===== src/design/gios_pkg.sv =====
// Shared widths, reset values and slot payload type for the interval suppressor.
package gios_pkg;

  localparam int unsigned POS_W  = 24;
  localparam int unsigned TOPK_W = 5;
  localparam int unsigned RANK_W = 4;

  localparam logic [TOPK_W-1:0] TOPK_RESET = TOPK_W'(5);

  typedef logic [POS_W-1:0]  pos_t;
  typedef logic [TOPK_W-1:0] topk_t;
  typedef logic [RANK_W-1:0] rank_t;

  // Bounds of one interval plus its well-formed flag (start <= stop).
  typedef struct packed {
    pos_t start_pos;
    pos_t stop_pos;
    logic ok;
  } slot_data_t;

endpackage


===== src/design/gios_in_if.sv =====
// Input channel: one interval beat with its first-of-group flag.
interface gios_in_if;
  import gios_pkg::*;

  logic valid;
  logic ready;
  logic group_start;
  pos_t start_pos;
  pos_t stop_pos;

  modport source (output valid, output group_start, output start_pos, output stop_pos,
                  input ready);
  modport sink   (input valid, input group_start, input start_pos, input stop_pos,
                  output ready);
endinterface


===== src/design/gios_out_if.sv =====
// Output channel: keep decision and slot rank for one interval.
interface gios_out_if;
  import gios_pkg::*;

  logic  valid;
  logic  ready;
  logic  keep;
  rank_t kept_rank;

  modport source (output valid, output keep, output kept_rank, input ready);
  modport sink   (input valid, input keep, input kept_rank, output ready);
endinterface


===== src/design/greedy_interval_overlap_suppression_top.sv =====
// Top level of the greedy interval overlap suppressor.
// Intervals of a group arrive best score first; each gets one result beat with a keep
// flag and, when kept, its slot rank. One interval is accepted every clock cycle unless
// the sink stalls; it passes the input register, then the result register. The rate
// is set by the bank of MAX_KEPT comparators that checks an interval against all kept
// slots at once, while the slot write and fill count update land on the same edge as the
// result, so the next interval already sees them. top_k saturates at MAX_KEPT; change it
// only while the block is idle.
module greedy_interval_overlap_suppression_top #(
  parameter int unsigned MAX_KEPT = 16
) (
  input  logic                  clk_i,
  input  logic                  rst_ni,
  input  logic                  cfg_we_i,
  input  gios_pkg::topk_t       cfg_wdata_i,
  gios_in_if.sink               in_i,
  gios_out_if.source            out_o
);
  import gios_pkg::*;

  localparam int unsigned IDX_W = (MAX_KEPT > 1) ? $clog2(MAX_KEPT) : 1;
  localparam int unsigned CNT_W = $clog2(MAX_KEPT + 1);
  localparam int unsigned CMP_W = (CNT_W > TOPK_W) ? CNT_W : TOPK_W;

  topk_t            top_k_q;
  logic             in_vld_q;
  logic             in_first_q;
  pos_t             in_start_q;
  pos_t             in_stop_q;
  logic             out_vld_q;
  logic             keep_q, keep_d;
  rank_t            rank_q, rank_d;
  logic [CNT_W-1:0] count_q, count_d;
  logic [CNT_W-1:0] count_eff;
  logic [CNT_W-1:0] limit;
  logic [CMP_W-1:0] topk_ext;
  logic [CNT_W+RANK_W-1:0] rank_ext;
  logic             advance;
  logic             full;
  logic             hit;
  logic [MAX_KEPT-1:0] hit_vec;
  slot_data_t       query;

  assign advance   = in_vld_q && (!out_vld_q || out_o.ready);
  assign in_i.ready = !in_vld_q || advance;

  // Config register.
  always_ff @(posedge clk_i or negedge rst_ni) begin
    if (!rst_ni) begin
      top_k_q <= TOPK_RESET;
    end else if (cfg_we_i) begin
      top_k_q <= cfg_wdata_i;
    end
  end

  // Input register.
  always_ff @(posedge clk_i or negedge rst_ni) begin
    if (!rst_ni) begin
      in_vld_q <= 1'b0;
    end else if (in_i.ready) begin
      in_vld_q <= in_i.valid;
    end
  end

  always_ff @(posedge clk_i) begin
    if (in_i.ready && in_i.valid) begin
      in_first_q <= in_i.group_start;
      in_start_q <= in_i.start_pos;
      in_stop_q  <= in_i.stop_pos;
    end
  end

  // Clear the kept set ahead of the first interval of a group.
  assign count_eff = in_first_q ? '0 : count_q;

  assign topk_ext = CMP_W'(top_k_q);
  assign limit    = (topk_ext > CMP_W'(MAX_KEPT)) ? CNT_W'(MAX_KEPT) : CNT_W'(topk_ext);
  assign full     = (count_eff >= limit);

  assign query.start_pos = in_start_q;
  assign query.stop_pos  = in_stop_q;
  assign query.ok        = (in_start_q <= in_stop_q);

  gios_slots #(
    .MAX_KEPT (MAX_KEPT),
    .IDX_W    (IDX_W)
  ) u_slots (
    .clk_i     (clk_i),
    .wr_en_i   (advance && keep_d),
    .wr_idx_i  (count_eff[IDX_W-1:0]),
    .wr_data_i (query),
    .query_i   (query),
    .hit_o     (hit_vec)
  );

  // Only slots below the fill count take part.
  always_comb begin
    hit = 1'b0;
    for (int i = 0; i < int'(MAX_KEPT); i++) begin
      if ((CNT_W'(i) < count_eff) && hit_vec[i]) begin
        hit = 1'b1;
      end
    end
  end

  assign keep_d   = !full && !hit;
  assign rank_ext = {{RANK_W{1'b0}}, count_eff};
  assign rank_d   = keep_d ? rank_ext[RANK_W-1:0] : '0;
  assign count_d  = keep_d ? count_eff + CNT_W'(1) : count_eff;

  always_ff @(posedge clk_i or negedge rst_ni) begin
    if (!rst_ni) begin
      count_q   <= '0;
      out_vld_q <= 1'b0;
    end else begin
      if (advance) begin
        count_q <= count_d;
      end
      if (advance) begin
        out_vld_q <= 1'b1;
      end else if (out_o.ready) begin
        out_vld_q <= 1'b0;
      end
    end
  end

  // Result register: hold while the sink stalls.
  always_ff @(posedge clk_i) begin
    if (advance) begin
      keep_q <= keep_d;
      rank_q <= rank_d;
    end
  end

  assign out_o.valid     = out_vld_q;
  assign out_o.keep      = keep_q;
  assign out_o.kept_rank = rank_q;

endmodule


===== src/design/gios_slots.sv =====
// Kept-interval slot bank with one parallel overlap comparator per slot.
module gios_slots #(
  parameter int unsigned MAX_KEPT = 16,
  parameter int unsigned IDX_W    = 4
) (
  input  logic                      clk_i,
  input  logic                      wr_en_i,
  input  logic [IDX_W-1:0]          wr_idx_i,
  input  gios_pkg::slot_data_t      wr_data_i,
  input  gios_pkg::slot_data_t      query_i,
  output logic [MAX_KEPT-1:0]       hit_o
);
  import gios_pkg::*;

  slot_data_t slot_q [MAX_KEPT];

  // Slot contents are only read below the fill count, so no reset is needed.
  always_ff @(posedge clk_i) begin
    if (wr_en_i) begin
      slot_q[wr_idx_i] <= wr_data_i;
    end
  end

  // Inclusive overlap; a malformed interval on either side never overlaps.
  always_comb begin
    for (int i = 0; i < int'(MAX_KEPT); i++) begin
      hit_o[i] = slot_q[i].ok && query_i.ok &&
                 !((slot_q[i].stop_pos < query_i.start_pos) ||
                   (slot_q[i].start_pos > query_i.stop_pos));
    end
  end

endmodule


===== src/flat_wrapper.sv =====
// flat-port wrapper written by rule: the top's interface ports become plain ports
module greedy_interval_overlap_suppression_top_flat import gios_pkg::*;
#(
  parameter int unsigned MAX_KEPT = 16
)
  (clk_i, rst_ni, cfg_we_i, cfg_wdata_i, in_i_valid, in_i_group_start, in_i_start_pos, in_i_stop_pos, in_i_ready, out_o_valid, out_o_keep, out_o_kept_rank, out_o_ready);
  gios_in_if in_i_i ();
  gios_out_if out_o_i ();
  input  logic clk_i;
  input  logic rst_ni;
  input  logic cfg_we_i;
  input  gios_pkg::topk_t cfg_wdata_i;
  input wire logic [$bits(in_i_i.valid)-1:0] in_i_valid;
  input wire logic [$bits(in_i_i.group_start)-1:0] in_i_group_start;
  input wire logic [$bits(in_i_i.start_pos)-1:0] in_i_start_pos;
  input wire logic [$bits(in_i_i.stop_pos)-1:0] in_i_stop_pos;
  output wire logic [$bits(in_i_i.ready)-1:0] in_i_ready;
  output wire logic [$bits(out_o_i.valid)-1:0] out_o_valid;
  output wire logic [$bits(out_o_i.keep)-1:0] out_o_keep;
  output wire logic [$bits(out_o_i.kept_rank)-1:0] out_o_kept_rank;
  input wire logic [$bits(out_o_i.ready)-1:0] out_o_ready;
  assign in_i_i.valid = in_i_valid;
  assign in_i_i.group_start = in_i_group_start;
  assign in_i_i.start_pos = in_i_start_pos;
  assign in_i_i.stop_pos = in_i_stop_pos;
  assign in_i_ready = in_i_i.ready;
  assign out_o_valid = out_o_i.valid;
  assign out_o_keep = out_o_i.keep;
  assign out_o_kept_rank = out_o_i.kept_rank;
  assign out_o_i.ready = out_o_ready;
  greedy_interval_overlap_suppression_top #(.MAX_KEPT(MAX_KEPT)) u_core (.clk_i(clk_i), .rst_ni(rst_ni), .cfg_we_i(cfg_we_i), .cfg_wdata_i(cfg_wdata_i), .in_i(in_i_i), .out_o(out_o_i));
endmodule

===== config.mk =====
export PLATFORM = sky130hd
export DESIGN_NAME = greedy_interval_overlap_suppression_top_flat
export DESIGN_NICKNAME = d
export VERILOG_FILES = /design/src/design/gios_pkg.sv /design/src/design/gios_in_if.sv /design/src/design/gios_out_if.sv /design/src/design/greedy_interval_overlap_suppression_top.sv /design/src/design/gios_slots.sv /design/src/flat_wrapper.sv
export SDC_FILE = /design/constraint.sdc
export NUM_CORES = 1
export LEC_CHECK = 0
export ABC_AREA = 1
export BUFFER_PORTS_ARGS = -buffer_cell sky130_fd_sc_hd__buf_2
export CORE_AREA = 4 4 339 341
export CTS_BUF_LIST = sky130_fd_sc_hd__clkbuf_8
export CTS_CLUSTER_SIZE = 12
export DETAILED_ROUTE_END_ITERATION = 7
export DIE_AREA = 0 0 343 345
export HOLD_SLACK_MARGIN = 0.02
export MAX_ROUTING_LAYER = met4
export PLACE_DENSITY = 0.63
export SETUP_SLACK_MARGIN = 0.5
export SLEW_MARGIN = 10
export SYNTH_ARGS = -nofsm -noshare
export SYNTH_HDL_FRONTEND = slang
export SYNTH_SLANG_ARGS = --single-unit
export TNS_END_PERCENT = 100

===== constraint.sdc =====
create_clock -name clk_i -period 17.9 [get_ports clk_i]
set_clock_uncertainty 0.05 [all_clocks]
set_input_delay 3.58 -clock clk_i [delete_from_list [all_inputs] [get_ports clk_i]]
set_output_delay 3.58 -clock clk_i [all_outputs]
set_load 0.01 [all_outputs]

=== Word-level counts from Yosys, hierarchy flattened ===
Memory sizes are Yosys's and may differ from the RTL's.
Index checks and enable logic that the tools add are counted.

* Logic and storage cells: 176
* Memories kept: 1
* Latch bits: 0
* Bits in writable memories: 784
* Bits in registers: 66
* Bits in read-only memories: 0

* Div/mod/pow operators: 0
* Bitwise gates (word level): 0
* Add/sub/neg operators: 1
* Mux-type cells: 23
* Equal/unequal tests: 0
* Magnitude comparators: 51
* Reduce and logical (&&, ||, !) cells: 91
* Multipliers: 0
* Shift operators: 0

{| class="wikitable"
|+ Memory list
! memory !! words !! bits a word !! rd ports !! clocked after memory_dff !! wr ports !! line !! text
|-
| u_core.u_slots.slot_q || 16 || 49 || 16 || 0 || 1 || gios_slots.sv:15 || <nowiki>slot_data_t slot_q [MAX_KEPT];</nowiki>
|}

{| class="wikitable"
|+ Operator list
! kind !! count
|-
| $gt A24 B24 Y1 || 16
|-
| $lt A24 B24 Y1 || 16
|-
| $logic_and A1 B1 Y1 || 52
|-
| $lt A4 B5 Y1 const A || 8
|-
| $le A24 B24 Y1 || 1
|-
| $logic_not A1 Y1 || 20
|-
| $lt A3 B5 Y1 const A || 4
|-
| $mux W1 || 20
|-
| $logic_or A1 B1 Y1 || 18
|-
| $mux W5 || 3
|-
| $lt A1 B5 Y1 const A || 2
|-
| $lt A2 B5 Y1 const A || 2
|-
| $add A5 B1 Y5 const B || 1
|-
| $ge A5 B5 Y1 || 1
|-
| $gt A5 B5 Y1 const B || 1
|-
| $reduce_bool A2 Y1 || 1
|}

=== Longest topological paths before layout ===
An unclocked memory read counts as a cell.

* Depth after elaboration: 27
* Depth in mapped cells: 24
* Gate-level depth less buffers: 23

=== Cells and area by module ===
Synthesis repeated with hierarchy kept, for this count alone.

* Cell total of the unflattened synthesis: 4104
* Area, all modules: 45506.1 um2

{| class="wikitable"
|+ By module, submodules not included
! module !! area each (um2) !! times used !! cells an instance
|-
| gios_slots || 42102.9 || 1 || 3760
|-
| greedy_interval_overlap_suppression_top || 3403.3 || 1 || 344
|}

=== Worst setup path after synthesis ===
No wires, ideal clock.

* Path type: input port to flip-flop
* Start point: input out_o_ready
* End point: memory u_core.u_slots.slot_q[11][0] (netlist bit), enable pin
* Data arrival time: 7538 ps
* Stages on the path: 6
* Library setup time: 516 ps
* Required time: 17334 ps
* Path slack: 9796 ps
* Path buffers: 0
* Path through: inv_1 > nand2_1 > nand2_1 > nor2_1 > inv_1 > nor3_1

* Longest elaborated chain between the ends: 5

{| class="wikitable"
|+ RTL lines
! item !! line !! text
|-
| start: declaration || flat_wrapper.sv:21 || <nowiki>input wire logic [$bits(out_o_i.ready)-1:0] out_o_ready;</nowiki>
|-
| $logic_or A1 B1 Y1 || greedy_interval_overlap_suppression_top.sv:44 || <nowiki>assign advance = in_vld_q && (!out_vld_q || out_o.ready);</nowiki>
|-
| $logic_and A1 B1 Y1 || greedy_interval_overlap_suppression_top.sv:44 ||
|-
| $logic_and A1 B1 Y1 || greedy_interval_overlap_suppression_top.sv:89 || <nowiki>.wr_en_i (advance && keep_d),</nowiki>
|-
| $mux W1 || gios_slots.sv:19 || <nowiki>if (wr_en_i) begin</nowiki>
|-
| $mux W1 (not written as such) || gios_slots.sv:20 || <nowiki>slot_q[wr_idx_i] <= wr_data_i;</nowiki>
|-
| end: declaration || gios_slots.sv:15 ||
|}

Every way passes these cells.

=== Worst setup path in the final report ===
* Start point: input out_o_ready
* End point: output in_i_ready

* Longest elaborated chain between the ends: 3

{| class="wikitable"
|+ RTL lines
! item !! line !! text
|-
| $logic_or A1 B1 Y1 || greedy_interval_overlap_suppression_top.sv:44 ||
|-
| $logic_and A1 B1 Y1 || greedy_interval_overlap_suppression_top.sv:44 ||
|-
| $logic_or A1 B1 Y1 || greedy_interval_overlap_suppression_top.sv:45 || <nowiki>assign in_i.ready = !in_vld_q || advance;</nowiki>
|-
| end: declaration || flat_wrapper.sv:17 || <nowiki>output wire logic [$bits(in_i_i.ready)-1:0] in_i_ready;</nowiki>
|}

Every way passes these cells.

==> flow_metrics.py <==
metrics = {
    "pwr": {
        "total_leakage_power_nw": 21.5,
        "switching_power_mw": 1.25,
        "irDropWorstVdd_v": 0.0000584,
        "pwr-share-clk_pct": 35.9,
        "swShare_pct": 27.2,
        "seq_power_share_pct": 50.4,
        "p_int_mw": 3.34,
        "p_comb_share_pct": 13.6,
        "p_per_area_nw_per_um2": 91.5,
        "total_power_mw": 4.59,
    },
    "synthesis": {
        "yosys.area.top_type_share_pct": 56.4,
        "async_reset_ff_share_pct": 1.41,
        "synth_edf_count": 838,
        "synth_commonest_cells": "nand2_1 (889), edfxtp_1 (838), ha_1 (785)",
        "synth_cells": 3758,
        "ys_ff_latch": 850,
        "syn_area_um2": 44600,
        "yosysWarnings": 0,
        "synthTopCellsByArea": "edfxtp_1 (56%), ha_1 (22%), nand2_1 (7.5%)",
        "ys_types": 45,
        "yosysMostFrequentCell": "nand2_1",
        "postSynthAreaPerCell_um2": 11.9,
        "synth.net_count": 4602,
        "synth_ff_type": "edfxtp_1",
        "yosysTopAreaCell": "edfxtp_1",
        "seq_area_frac_synth_pct": 57.1,
    },
    "setup_path": {
        "cp_max_fo": 3,
        "worstSetupStartpointType": "input pin",
        "cp-end-kind": "output port",
        "worstPathCellList": "buf_2, inv_1, nand3_1, buf_2",
        "crit_required_ns": 14.27,
        "worstPathArrival_ns": 4.02,
        "reg2reg_from": "u_core.in_stop_q[3]",
        "reg2reg_slack_ns": 12.28,
        "cp_common_cell": "buf_2",
        "worstRegToRegCells": 24,
        "slowest_delay_ns": 0.17,
        "critPathKind": "input pin to output port",
        "reg2reg_to": "u_core.u_slots.slot_q[1][14]",
        "crit_slowest_cell": "buf_2",
    },
    "place": {
        "place_congestion": 0.872,
        "dp.cells": 5404,
        "place.detailed.hpwl_mm": 72.2,
        "io_buffer_count": 65,
    },
    "floorplanning": {
        "coreArea_um2": 112000,
        "ios": 66,
        "die_x_um": 343,
        "start_util_pct": 39.9,
        "die_h_um": 345,
        "rows": 123,
        "die_area_um2": 118000,
    },
    "finish": {
        "area_delta_synth_final_pct": 12.5,
        "layout-drive-gt1-share_pct": 9.26,
        "utilization_pct": 44.8,
        "instances_no_fill": 5658,
        "antenna_cells": 0,
        "nNetsFinal": 4897,
    },
    "clock_tree": {
        "clk_pin_slew_ns": 0.06,
        "ctsHoldBuffers": 0,
        "cts-root-buf": "clkbuf_8",
        "clk_latency_ns": 0.80,
        "cts_tree": "yes",
        "htreeDepth": 4,
        "clock_sinks": 850,
        "cts_max_path_buffers": 3,
        "cts_resized": 0,
        "cts_made_buffers": 147,
        "post-cts-setup-buffers": 0,
    },
    "global_routing": {
        "antenna_found_initial": 1,
        "grt_first_pass_wirelength_mm": 166,
        "grt_pass1_vias": 28700,
        "grt_overflow": 0,
        "grt_usage_pct": 19.1,
        "grt_max_degree": 50,
    },
    "sta": {
        "max_freq_mhz": 131,
        "fin_crit_sh_pct": 42.7,
        "relSlewSlack_pct": 31.7,
        "worstMarginPinSlew_ns": 1.02,
        "whs_ns": 0.398,
        "period_needed_ns": 7.65,
        "finalMaxSlewViolations": 0,
        "rsz0062_at_grt": "false",
        "report.final.hold_viol_count": 0,
        "final.setup.tns_ns": 0,
        "finalSetupViolCount": 0,
    },
    "route": {
        "num_vias": 28700,
        "drtIter0Drc": 1871,
        "postRouteAntennaNets": 0,
        "wire_per_inst_um": 19.5,
        "viasPerCell": 5.08,
        "drcViolationCount": 0,
        "drtPass1Iterations": 6,
        "wl_mm": 110,
    },
    "flow_run": {
        "drv_cap": 0,
    },
    "hold_path": {
        "holdCritStartpoint": "u_core.in_start_q[20]",
        "holdPathStages": 0,
        "min_to": "u_core.u_slots.slot_q[6][45]",
        "hold_class": "register to register",
    },
    "status": {
        "status": "finished, final reports clean",
    },
}
[power by group through the flow]
stage	Combinational (mW)	Clock (mW)	Sequential (mW)
final	0.626	1.65	2.31
after global routing	0.716	1.79	2.32
after detailed placement	0.629	0	2.36
after CTS	0.633	1.69	2.31
after floorplan	0.381	0	2.37
after global placement	0.607	0	2.35
[layout by cell type (no fill, tap or decap), types with 4 or more instances in the layout]
cell type | synthesis | routed
nor3_1 | 19 | 17
clkinv_1 | 1 | 34
nand3_1 | 69 | 69
ha_1 | 785 | 785
nor2_1 | 254 | 242
o21ai_0 | 59 | 59
nor4_1 | 5 | 5
o21a_1 | 36 | 36
a21boi_0 | 7 | 7
bufinv_16 | 0 | 5
nand2_1 | 889 | 889
clkinvlp_4 | 0 | 5
a21oi_1 | 314 | 314
clkinv_2 | 0 | 14
o21bai_1 | 9 | 9
edfxtp_1 | 838 | 838
clkbuf_8 | 0 | 152
buf_4 | 0 | 84
nor2_4 | 2 | 14
inv_2 | 8 | 10
a21o_1 | 33 | 33
dfrtp_1 | 10 | 10
buf_2 | 0 | 65
inv_1 | 304 | 342
o21ai_1 | 4 | 4
nor2_2 | 5 | 5
nand4_1 | 65 | 65
nand2_4 | 6 | 6
[logic make-up after synthesis]
family | share of synthesized area (%)
fa+ha+maj | 22.0
compound gates | 5.92
simple gates | 12.2
mux | 0.0758
buf+inv | 2.69
flops | 57.1
[cell type report]
class	count	area, µm²
clock inverters	102	581
clock buffers	152	2090
repair buffers	149	956
fillers	10300	61700
flip-flops and latches	850	25500
multi-input cells	2592	18000
well taps	1500	1880
inverters	313	1170
[worst max-delay path by stage]
stage | start | endpoint | slack, ns | depth (start not counted)
2_1_floorplan | out_o_ready | u_core.u_slots.slot_q[11][0] | 9.80 | 6
3_3_place_gp | out_o_ready | in_i_ready | 10.26 | 4
3_5_place_dp | out_o_ready | in_i_ready | 10.26 | 4
4_1_cts | out_o_ready | in_i_ready | 10.26 | 4
5_1_grt | out_o_ready | in_i_ready | 10.18 | 4
6_report | out_o_ready | in_i_ready | 10.25 | 4
[worst max-delay path: cells and delay by family]
| family | cells | cell delay [ns] |
|---|---|---|
| and+or+nand+nor | 1 | 0.11 |
| buffers and inverters | 3 | 0.33 |
[metal layers]
| layer | routed length [µm] | global-route usage, % | up-vias |
|---|---|---|---|
| met5 | 0 | - | - |
| met4 | 4080 | 7.46 | 0 |
| met3 | 5440 | 2.90 | 219 |
| met2 | 53600 | 31.6 | 654 |
| met1 | 47200 | 23.6 | 13800 |
| li1 | - | - | 14100 |
[sequential cells by signal, indices dropped and copies added, names as in the netlist]
signal                  flops
u_core.count_q              5
u_core.out_o.kept_rank      4
u_core.in_start_q          24
u_core.out_o.valid          1
u_core.top_k_q              5
u_core.in_stop_q           24
u_core.in_first_q           1
u_core.u_slots.slot_q     784
u_core.in_vld_q             1
u_core.out_o.keep           1
[stage by stage]
step,instance area [µm²],setup slack (ns)
3_3_place_gp,47500,10.26
3_5_place_dp,47500,10.26
4_1_cts,50200,10.26
2_1_floorplan,44600,9.80
6_report,50200,10.25
5_1_grt,50200,10.18
(Power assumes the default switching activity.)
